<file path="src/hdl/fan_tacho_median_rpm_top_assert.svh">
// Assertion macros for the fan tachometer top module.
`ifndef FAN_TACHO_MEDIAN_RPM_TOP_ASSERT_SVH
`define FAN_TACHO_MEDIAN_RPM_TOP_ASSERT_SVH

// Implication checked on every clock edge outside reset.
`define FTM_ASSERT_IMP(label, clk, rstn, cond, prop, msg) \
    label: assert property (@(posedge clk) disable iff (!rstn) (cond) |-> (prop)) \
        else $error(msg);

// Next-cycle implication checked outside reset.
`define FTM_ASSERT_NEXT(label, clk, rstn, cond, prop, msg) \
    label: assert property (@(posedge clk) disable iff (!rstn) (cond) |=> (prop)) \
        else $error(msg);

`endif

</file>
<file path="src/hdl/ftm_pkg.sv">
package ftm_pkg;
    localparam int FAN_COUNT_DEF    = 4;
    localparam int MEDIAN_DEPTH_DEF = 5;
    localparam int SPEED_W          = 16;
    localparam int WIN_W            = 16;
    localparam int PPR_W            = 4;
    localparam int PROD_W           = 32;
    localparam int QUO_W            = 32;
    localparam logic [15:0] SPEED_MAX = 16'hFFFF;
    localparam logic [15:0] RPM_SCALE = 16'd60000;
    localparam logic [15:0] WIN_RESET = 16'd1000;
    localparam logic [3:0]  PPR_RESET = 4'd2;
    localparam logic CFG_WINDOW = 1'b0;
    localparam logic CFG_PPR    = 1'b1;

    typedef enum logic [2:0] {
        ST_RUN, ST_DIV1, ST_DIV2, ST_STORE, ST_SORT, ST_OUT
    } ftm_state_t;

    // Control group from the sequencer to every lane.
    typedef struct packed {
        logic start_div1;
        logic start_div2;
        logic store;
        logic sort_step;
        logic sort_odd;
    } ftm_lane_ctl_t;
endpackage

</file>
<file path="src/hdl/ftm_divider.sv">
module ftm_divider (
    input  logic                    aclk,
    input  logic                    aresetn,
    input  logic                    start,
    input  logic [ftm_pkg::QUO_W-1:0] dividend,
    input  logic [ftm_pkg::WIN_W-1:0] divisor,
    output logic                    busy,
    output logic [ftm_pkg::QUO_W-1:0] quotient
);
    import ftm_pkg::*;

    logic [QUO_W-1:0] quo_reg, quo_next;
    logic [WIN_W:0]   rem_reg, rem_next;
    logic [WIN_W-1:0] dsr_reg, dsr_next;
    logic [5:0]       cnt_reg, cnt_next;
    logic             busy_reg, busy_next;
    logic [WIN_W:0]   trial;

    // One quotient bit per cycle, restoring; hold the divisor taken at start.
    always_comb begin
        quo_next  = quo_reg;
        rem_next  = rem_reg;
        dsr_next  = dsr_reg;
        cnt_next  = cnt_reg;
        busy_next = busy_reg;
        trial     = {rem_reg[WIN_W-1:0], quo_reg[QUO_W-1]};
        if (start) begin
            quo_next  = dividend;
            rem_next  = '0;
            dsr_next  = divisor;
            cnt_next  = 6'(QUO_W);
            busy_next = 1'b1;
        end else if (busy_reg) begin
            if (trial >= {1'b0, dsr_reg}) begin
                rem_next = trial - {1'b0, dsr_reg};
                quo_next = {quo_reg[QUO_W-2:0], 1'b1};
            end else begin
                rem_next = trial;
                quo_next = {quo_reg[QUO_W-2:0], 1'b0};
            end
            cnt_next = cnt_reg - 6'd1;
            if (cnt_reg == 6'd1) busy_next = 1'b0;
        end
    end

    always_ff @(posedge aclk) begin
        if (!aresetn) begin
            busy_reg <= 1'b0;
            cnt_reg  <= '0;
        end else begin
            busy_reg <= busy_next;
            cnt_reg  <= cnt_next;
        end
        quo_reg <= quo_next;
        rem_reg <= rem_next;
        dsr_reg <= dsr_next;
    end

    assign busy     = busy_reg;
    assign quotient = quo_reg;
endmodule

</file>
<file path="src/hdl/ftm_lane.sv">
module ftm_lane #(
    parameter int MEDIAN_DEPTH = ftm_pkg::MEDIAN_DEPTH_DEF,
    parameter int SLOT_W       = 4
) (
    input  logic                         aclk,
    input  logic                         aresetn,
    input  logic                         count_en,
    input  logic                         edge_in,
    input  logic                         clear,
    input  ftm_pkg::ftm_lane_ctl_t       ctl,
    input  logic [ftm_pkg::WIN_W-1:0]    win,
    input  logic [ftm_pkg::PPR_W-1:0]    ppr,
    input  logic [SLOT_W-1:0]            slot,
    input  logic [SLOT_W:0]              fill,
    output logic                         busy,
    output logic [ftm_pkg::SPEED_W-1:0]  median
);
    import ftm_pkg::*;

    logic [SPEED_W-1:0] cnt_reg;
    logic [SPEED_W-1:0] cnt_inc;
    logic [SPEED_W-1:0] ring_reg [MEDIAN_DEPTH];
    logic [SPEED_W-1:0] srt_reg  [MEDIAN_DEPTH];
    logic [QUO_W-1:0]   div_a;
    logic [WIN_W-1:0]   div_b;
    logic [QUO_W-1:0]   quo;
    logic [SPEED_W-1:0] speed;
    logic [SPEED_W:0]   mid_sum;
    logic [SLOT_W:0]    half;

    // Count including the current request, so a closing edge still belongs to the window.
    assign cnt_inc = (count_en && edge_in && cnt_reg != SPEED_MAX) ?
                     cnt_reg + 16'd1 : cnt_reg;

    always_ff @(posedge aclk) begin
        if (!aresetn) cnt_reg <= '0;
        else if (clear) cnt_reg <= '0;
        else cnt_reg <= cnt_inc;
    end

    // Share one divider: first by the window, then by pulses per revolution.
    assign div_a = ctl.start_div1 ? (QUO_W'(cnt_inc) * QUO_W'(RPM_SCALE)) : quo;
    assign div_b = ctl.start_div1 ? win : WIN_W'(ppr);

    ftm_divider u_div (
        .aclk(aclk), .aresetn(aresetn), .start(ctl.start_div1 | ctl.start_div2),
        .dividend(div_a), .divisor(div_b), .busy(busy), .quotient(quo)
    );

    assign speed = (quo > QUO_W'(SPEED_MAX)) ? SPEED_MAX : quo[SPEED_W-1:0];

    // Store the new sample, copy ring, then odd-even transposition sort.
    always_ff @(posedge aclk) begin
        if (ctl.store) begin
            for (int i = 0; i < MEDIAN_DEPTH; i++) begin
                if (SLOT_W'(i) == slot) begin
                    ring_reg[i] <= speed;
                    srt_reg[i]  <= speed;
                end else begin
                    srt_reg[i]  <= (SLOT_W+1)'(i) < fill ? ring_reg[i] : SPEED_MAX;
                end
            end
        end else if (ctl.sort_step) begin
            for (int i = 0; i + 1 < MEDIAN_DEPTH; i++) begin
                if ((i % 2 == 1) == ctl.sort_odd && srt_reg[i] > srt_reg[i+1]) begin
                    srt_reg[i]   <= srt_reg[i+1];
                    srt_reg[i+1] <= srt_reg[i];
                end
            end
        end
    end

    // Fill here counts the new sample already.
    assign half    = fill >> 1;
    always_comb begin
        mid_sum = '0;
        median  = '0;
        for (int i = 0; i < MEDIAN_DEPTH; i++) begin
            if ((SLOT_W+1)'(i) == half) begin
                if (fill[0]) begin
                    median = srt_reg[i];
                end else begin
                    mid_sum = {1'b0, srt_reg[i]} + {1'b0, srt_reg[(i+MEDIAN_DEPTH-1)%MEDIAN_DEPTH]};
                    median  = mid_sum[SPEED_W:1];
                end
            end
        end
    end
endmodule

</file>
<file path="src/hdl/fan_tacho_median_rpm_top.sv">
// Four-fan tachometer with a per-fan running median.
// Input channel s_*: one request per clock at most; s_tdata holds ms_tick and
// one falling-edge flag per fan. Edges and ticks are counted in saturating
// 16-bit counters. When elapsed milliseconds reach window_ms the window
// closes (the closing request still counts), and each fan's rpm sample is
// computed, pushed into its ring of the last MEDIAN_DEPTH samples, and the
// ring median is sent as one request on m_*.
// An ordinary request is accepted and s_tready stays high.
// A closing request puts the result on m_* after these steps in order:
// the serial divider of each lane (count*60000/window, then /pulses),
// the store state, MEDIAN_DEPTH sort steps and the output state;
// the four lanes run side by side and s_tready stays low meanwhile.
// Config channel cfg_*: index 0 window_ms, 1 pulses_per_rev; write when idle.
// Reset (aresetn low, synchronous) clears counters, fill and slot, and
// loads the register defaults; the sample rings need no clearing.
// A stalled m_tready holds the result in the output register and keeps
// s_tready low until it is taken.
module fan_tacho_median_rpm_top #(
    parameter int MEDIAN_DEPTH = ftm_pkg::MEDIAN_DEPTH_DEF,
    parameter int FAN_COUNT    = ftm_pkg::FAN_COUNT_DEF
) (
    input  logic        aclk,
    input  logic        aresetn,
    input  logic        s_tvalid,
    output logic        s_tready,
    input  logic [7:0]  s_tdata,   // ms_tick, edge_fan0..edge_fan3, zero fill
    output logic        m_tvalid,
    input  logic        m_tready,
    output logic [63:0] m_tdata,   // speed_fan0..speed_fan3, 16 bits each
    input  logic        cfg_valid,
    output logic        cfg_ready,
    input  logic        cfg_index,
    input  logic [15:0] cfg_data
);
    import ftm_pkg::*;
    `include "fan_tacho_median_rpm_top_assert.svh"

    localparam int SLOT_W = (MEDIAN_DEPTH > 1) ? $clog2(MEDIAN_DEPTH) : 1;

    ftm_state_t         state_reg, state_next;
    logic [WIN_W-1:0]   win_reg;
    logic [PPR_W-1:0]   ppr_reg;
    logic [WIN_W-1:0]   elapsed_reg;
    logic [SLOT_W-1:0]  slot_reg;
    logic [SLOT_W:0]    fill_reg;
    logic [SLOT_W:0]    sort_cnt_reg, sort_cnt_next;
    logic               out_valid_reg;
    logic [63:0]        out_data_reg;
    ftm_lane_ctl_t      ctl;
    logic [FAN_COUNT-1:0] lane_busy;
    logic [SPEED_W-1:0] lane_med [FAN_COUNT];
    logic [WIN_W-1:0]   win_eff;
    logic [PPR_W-1:0]   ppr_eff;
    logic [WIN_W-1:0]   elapsed_inc;
    logic               accept, closing;

    assign cfg_ready = 1'b1;
    assign win_eff   = (win_reg == '0) ? WIN_W'(1) : win_reg;
    assign ppr_eff   = (ppr_reg == '0) ? PPR_W'(1) : ppr_reg;
    assign s_tready  = (state_reg == ST_RUN) && !out_valid_reg;
    assign accept    = s_tvalid && s_tready;
    assign elapsed_inc = (s_tdata[0] && elapsed_reg != SPEED_MAX) ?
                         elapsed_reg + 16'd1 : elapsed_reg;
    assign closing   = accept && (elapsed_inc >= win_eff);

    always_ff @(posedge aclk) begin
        if (!aresetn) begin
            win_reg <= WIN_RESET;
            ppr_reg <= PPR_RESET;
        end else if (cfg_valid) begin
            unique case (cfg_index)
                CFG_WINDOW: win_reg <= cfg_data;
                CFG_PPR:    ppr_reg <= cfg_data[PPR_W-1:0];
                default:    ;
            endcase
        end
    end

    // Sequencer for the window close.
    always_comb begin
        state_next    = state_reg;
        sort_cnt_next = sort_cnt_reg;
        ctl           = '0;
        unique case (state_reg)
            ST_RUN: if (closing) begin
                ctl.start_div1 = 1'b1;
                state_next     = ST_DIV1;
            end
            ST_DIV1: if (lane_busy == '0) begin
                ctl.start_div2 = 1'b1;
                state_next     = ST_DIV2;
            end
            ST_DIV2: if (lane_busy == '0) state_next = ST_STORE;
            ST_STORE: begin
                ctl.store     = 1'b1;
                sort_cnt_next = '0;
                state_next    = ST_SORT;
            end
            ST_SORT: begin
                ctl.sort_step = 1'b1;
                ctl.sort_odd  = sort_cnt_reg[0];
                sort_cnt_next = sort_cnt_reg + 1'b1;
                if (sort_cnt_reg == (SLOT_W+1)'(MEDIAN_DEPTH - 1)) state_next = ST_OUT;
            end
            ST_OUT:  state_next = ST_RUN;
            default: state_next = ST_RUN;
        endcase
    end

    always_ff @(posedge aclk) begin
        if (!aresetn) begin
            state_reg     <= ST_RUN;
            sort_cnt_reg  <= '0;
            elapsed_reg   <= '0;
            slot_reg      <= '0;
            fill_reg      <= '0;
            out_valid_reg <= 1'b0;
        end else begin
            state_reg    <= state_next;
            sort_cnt_reg <= sort_cnt_next;
            if (closing) elapsed_reg <= '0;
            else if (accept) elapsed_reg <= elapsed_inc;
            if (ctl.store) begin
                slot_reg <= (slot_reg == SLOT_W'(MEDIAN_DEPTH - 1)) ? '0 : slot_reg + 1'b1;
                if (fill_reg != (SLOT_W+1)'(MEDIAN_DEPTH)) fill_reg <= fill_reg + 1'b1;
            end
            if (state_reg == ST_OUT) out_valid_reg <= 1'b1;
            else if (m_tready) out_valid_reg <= 1'b0;
        end
    end

    // Merge the lane medians into the result word.
    always_ff @(posedge aclk) begin
        if (state_reg == ST_OUT) begin
            for (int f = 0; f < FAN_COUNT; f++) out_data_reg[f*16 +: 16] <= lane_med[f];
        end
    end

    // Fill seen by lanes during sort and output already includes the new sample.
    genvar g;
    for (g = 0; g < FAN_COUNT; g++) begin : g_lane
        ftm_lane #(.MEDIAN_DEPTH(MEDIAN_DEPTH), .SLOT_W(SLOT_W)) u_lane (
            .aclk(aclk), .aresetn(aresetn),
            .count_en(accept), .edge_in(s_tdata[1+g]), .clear(state_reg == ST_STORE),
            .ctl(ctl), .win(win_eff), .ppr(ppr_eff),
            .slot(slot_reg), .fill(fill_reg),
            .busy(lane_busy[g]), .median(lane_med[g])
        );
    end

    assign m_tvalid = out_valid_reg;
    assign m_tdata  = out_data_reg;

    `FTM_ASSERT_IMP(a_no_accept_busy, aclk, aresetn, state_reg != ST_RUN, !s_tready, "accept while busy")
    `FTM_ASSERT_NEXT(a_close_starts, aclk, aresetn, closing, state_reg == ST_DIV1, "close lost")
    `FTM_ASSERT_IMP(a_fill_bound, aclk, aresetn, 1'b1, fill_reg <= (SLOT_W+1)'(MEDIAN_DEPTH), "fill overrun")
endmodule
</file>
<file path="config.mk">
export PLATFORM = sky130hd
export DESIGN_NAME = fan_tacho_median_rpm_top
export DESIGN_NICKNAME = d
export VERILOG_FILES = /design/src/hdl/ftm_pkg.sv /design/src/hdl/ftm_divider.sv /design/src/hdl/ftm_lane.sv /design/src/hdl/fan_tacho_median_rpm_top.sv
export VERILOG_INCLUDE_DIRS = /design/src /design/src/hdl
export SDC_FILE = /design/constraint.sdc
export NUM_CORES = 2
export LEC_CHECK = 0
export BUFFER_PORTS_ARGS = -buffer_cell sky130_fd_sc_hd__buf_2
export CORE_AREA = 10 10 391 393
export DETAILED_ROUTE_END_ITERATION = 16
export DIE_AREA = 0 0 401 403
export PLACE_DENSITY = 0.81
export SYNTH_ARGS = -nofsm -noshare
export SYNTH_HDL_FRONTEND = slang
export SYNTH_HIERARCHICAL = 1
export SYNTH_SLANG_ARGS = --single-unit
export TNS_END_PERCENT = 1
</file>
<file path="constraint.sdc">
create_clock -name aclk -period 16.9 [get_ports aclk]
set_input_delay 3.38 -clock aclk [delete_from_list [all_inputs] [get_ports aclk]]
set_output_delay 3.38 -clock aclk [all_outputs]
set_load 0.05 [all_outputs]
</file>
==> flow_summary.json <==
{
  "gp_congestion": 1.03,
  "grt_max_degree": 160,
  "crit_path_end_kind": "register",
  "clock.fmax_mhz": 92.6,
  "setup_viol": 0,
  "clock_path_buffers": 3,
  "yosysWarnings": 6,
  "status": "finished, final reports clean",
  "syn-num-nets": 11100,
  "rr_endpoint": "g_lane[0].u_lane/u_div/quotient[31]$_DFFE_PP_",
  "slew_violations": 0,
  "critical_path_class": "in2reg",
  "io_buffers": 92,
  "wirelength_microns": 268000,
  "timing.rr.start": "state_reg[2]$_SDFFE_PN0P_",
  "r2r_slack_ns": 7.85,
  "grt_pass1_vias": 75500,
  "num_vias": 77100,
  "tns_ns": 0,
  "power_density_nw_per_um2": 60.3,
  "final.period_utilization_pct": 63.9,
  "clkSinkCount": 1103,
  "worstPathArrival_ns": 11.31,
  "slew_headroom_pct": 16.0,
  "cts_setup_buffers": 0,
  "clkLatencyLatePin_ns": 0.78,
  "die-height_microns": 403,
  "p_total_uw": 6010,
  "grt_util_all_layers_pct": 31.9,
  "grt_pass1_wl_microns": 420000,
  "finalHoldViolations": 0,
  "worstHoldPathType": "reg2reg",
  "area_growth_pct": 6.54,
  "antenna_found_initial": 4,
  "synth_cell_types": 134,
  "synth_seq_area_share_pct": 33.2,
  "synthesis.area_sq_um": 93500,
  "min_path_cells": 2,
  "combPwrFrac_pct": 7.2,
  "dr.pass1.iters": 6,
  "cts_made_buffers": 118,
  "hold_buffers": 0,
  "clk_pin_slew_ns": 0.06,
  "crit_path_max_fanout": 12,
  "grt.overflow.total": 0,
  "cp.required_ns": 17.41,
  "ir_drop_mv": 0.0864,
  "tightest_slew_ns": 1.26,
  "final_antenna_net_count": 0,
  "cpPeakStageDelay_ns": 0.79,
  "fin_skew_ns": 0.0396,
  "netlist_instances": 9888,
  "die_area_sq_um": 162000,
  "hpwl_microns": 203000,
  "ys.flop_type": "edfxtp_1",
  "htree_levels": 3,
  "post_synth.cell_area_avg_sq_um": 9.46,
  "p_int_uw": 4560,
  "rsz0062_at_grt": "false",
  "clockPowerShare_pct": 43.9,
  "nets": 11000,
  "cts_resized": 0,
  "slowest_stage": "xor2_1",
  "hold_end": "ppr_reg[0]$_SDFFE_PN0P_",
  "cp_common_cell": "fa_1",
  "drive_gt1_share_pct": 8.47,
  "swShare_pct": 24.1,
  "cp_top_family": "adder cells",
  "rows": 140,
  "async_flop_share_pct": 0,
  "holdCritStartpoint": "ppr_reg[0]$_SDFFE_PN0P_",
  "wl_per_cell_microns": 22.7,
  "clockRootBuffer": "clkbuf_16",
  "ff2ff_path_depth": 25,
  "leakage_uw": 0.0428,
  "start_util_pct": 64.5,
  "path_buf_inv": 3,
  "critPathLaunchType": "input pin",
  "io_pins": 97,
  "viasPerCell": 6.53,
  "cts_tree": "yes",
  "net-switching-power_uw": 1450,
  "cap_violations": 0,
  "die_w_microns": 401,
  "ys_ff_latch": 1103,
  "antenna-diode-count": 0,
  "drt_iter0_markers": 7837,
  "drc": 0,
  "fin_crit_ns": 10.80,
  "core_sq_um": 145000,
  "p_seq_share_pct": 48.9,
  "synth_edf_count": 896
}
[how the worst max path moves through the flow]
| stage | from | end | slack, ns | cells past startpoint |
|---|---|---|---|---|
| after floorplan | s_tvalid | g_lane[0].u_lane/u_div/quotient[31]$_DFFE_PP_ | 6.87 | 25 |
| after global placement | s_tvalid | g_lane[0].u_lane/u_div/quotient[31]$_DFFE_PP_ | 5.47 | 25 |
| after detailed placement | s_tvalid | g_lane[0].u_lane/u_div/quotient[31]$_DFFE_PP_ | 5.35 | 25 |
| after CTS | s_tvalid | g_lane[0].u_lane/u_div/quotient[31]$_DFFE_PP_ | 6.18 | 25 |
| after global routing | s_tvalid | g_lane[0].u_lane/u_div/quotient[31]$_DFFE_PP_ | 5.70 | 25 |
| final | s_tvalid | g_lane[0].u_lane/u_div/quotient[31]$_DFFE_PP_ | 6.10 | 25 |
[final cells by class]
cell class | instances | area (sq um)
clock buffer | 147 | 3120
sequential | 1103 | 31100
tap | 1917 | 2400
inverter | 1023 | 3840
timing repair buffer | 205 | 1330
multi-input combinational | 7337 | 57100
fill | 11100 | 45400
clock inverter | 74 | 786
[through the flow]
| stage | hold WS, ns | util (%) | instances | worst slack, ns | cell area (sq um) |
|---|---|---|---|---|---|
| floorplan | 0.439 | - | 9888 | 6.87 | 93500 |
| global placement | 0.452 | 66.0 | 11600 | 5.47 | 95800 |
| detailed placement | 0.465 | 66.0 | 11600 | 5.35 | 95800 |
| CTS | 0.473 | 68.7 | 11800 | 6.18 | 99700 |
| global route | 0.512 | 68.7 | 11800 | 5.70 | 99700 |
| finish | 0.475 | 68.7 | 11800 | 6.10 | 99700 |
[Yosys cell counts (all sizes together) (248+ instances only)]
| master | count | area [sq um] |
|---|---|---|
| a21oi | 615 | 3110 |
| clkbuf | 305 | 1150 |
| edfxtp | 896 | 26900 |
| fa | 248 | 4960 |
| ha | 971 | 12100 |
| inv | 1019 | 3820 |
| mux2 | 272 | 3070 |
| nand2 | 556 | 2090 |
| nor2 | 827 | 3120 |
| nor3 | 299 | 1510 |
| o21ai | 488 | 2450 |
| xnor2 | 301 | 2660 |
[power by group through the flow]
stage	registers [uW]	logic [uW]	clock network [uW]
2_1_floorplan	2990	344	0
3_3_place_gp	3000	412	0
3_5_place_dp	3000	425	0
4_1_cts	2940	429	2670
5_1_grt	2940	484	2780
6_report	2940	434	2640
[cells by family (layout without fill, tap and decap cells)]
logic type | after synthesis | after routing | synth area share [%]
flip-flops | 1103 | 1103 | 33.2
AO/OA/AOI/OAI | 2468 | 2468 | 17.8
AND/OR/NAND/NOR | 2650 | 2650 | 13.8
other | 1 | 1 | 0.00401
adder cells (fa/ha/maj) | 1219 | 1219 | 18.3
buffers and inverters | 1448 | 1449 | 6.06
XOR/XNOR | 479 | 479 | 4.58
multiplexers | 520 | 520 | 6.26
[worst register-to-register path: stages, from the launching register on]
cell       delay (ns)
dfxtp_1          0.40
nor4_4           0.52
nand2_1          0.24
inv_2            0.59
nand2_1          0.14
a31oi_1          0.54
and4_1           0.34
xor2_1           0.79
xnor2_1          0.26
ha_1             0.26
a21oi_1          0.19
fa_1             0.47
fa_1             0.59
fa_1             0.46
fa_1             0.52
inv_1            0.04
ha_1             0.39
and4_1           0.27
and3_1           0.20
a32o_1           0.21
a21oi_1          0.18
a311oi_1         0.21
a41o_1           0.32
o2111ai_1        0.20
o311ai_0         0.16
mux2_2           0.29
[placed cells by master (no fill, tap or decap), types with 80 or more instances in the layout]
cell type	instances
a211oi_1	83
a21o_1	138
a21oi_1	603
a221o_1	81
a31oi_1	105
and2_1	80
buf_2	92
buf_4	111
clkbuf_16	118
dfxtp_1	203
edfxtp_1	896
fa_1	248
ha_1	971
inv_1	1014
mux2_2	249
mux2i_1	223
nand2_1	555
nand2b_1	109
nand3_1	167
nand4_1	110
nor2_1	822
nor2b_1	147
nor3_1	285
o21a_1	100
o21ai_0	420
o22ai_1	104
o31ai_1	92
xnor2_1	299
xor2_1	173
[per-layer routing]
metal	wire length, microns	part of all wire (%)	vias to the layer above	track usage, %
met1	109000	41	37200	41.0
met5	11	0.0041	-	0
met2	127000	47	3528	53.9
met3	20300	7.6	654	4.01
li1	-	-	35700	-
met4	12300	4.6	2	14.2
(Power assumes the default switching activity.)
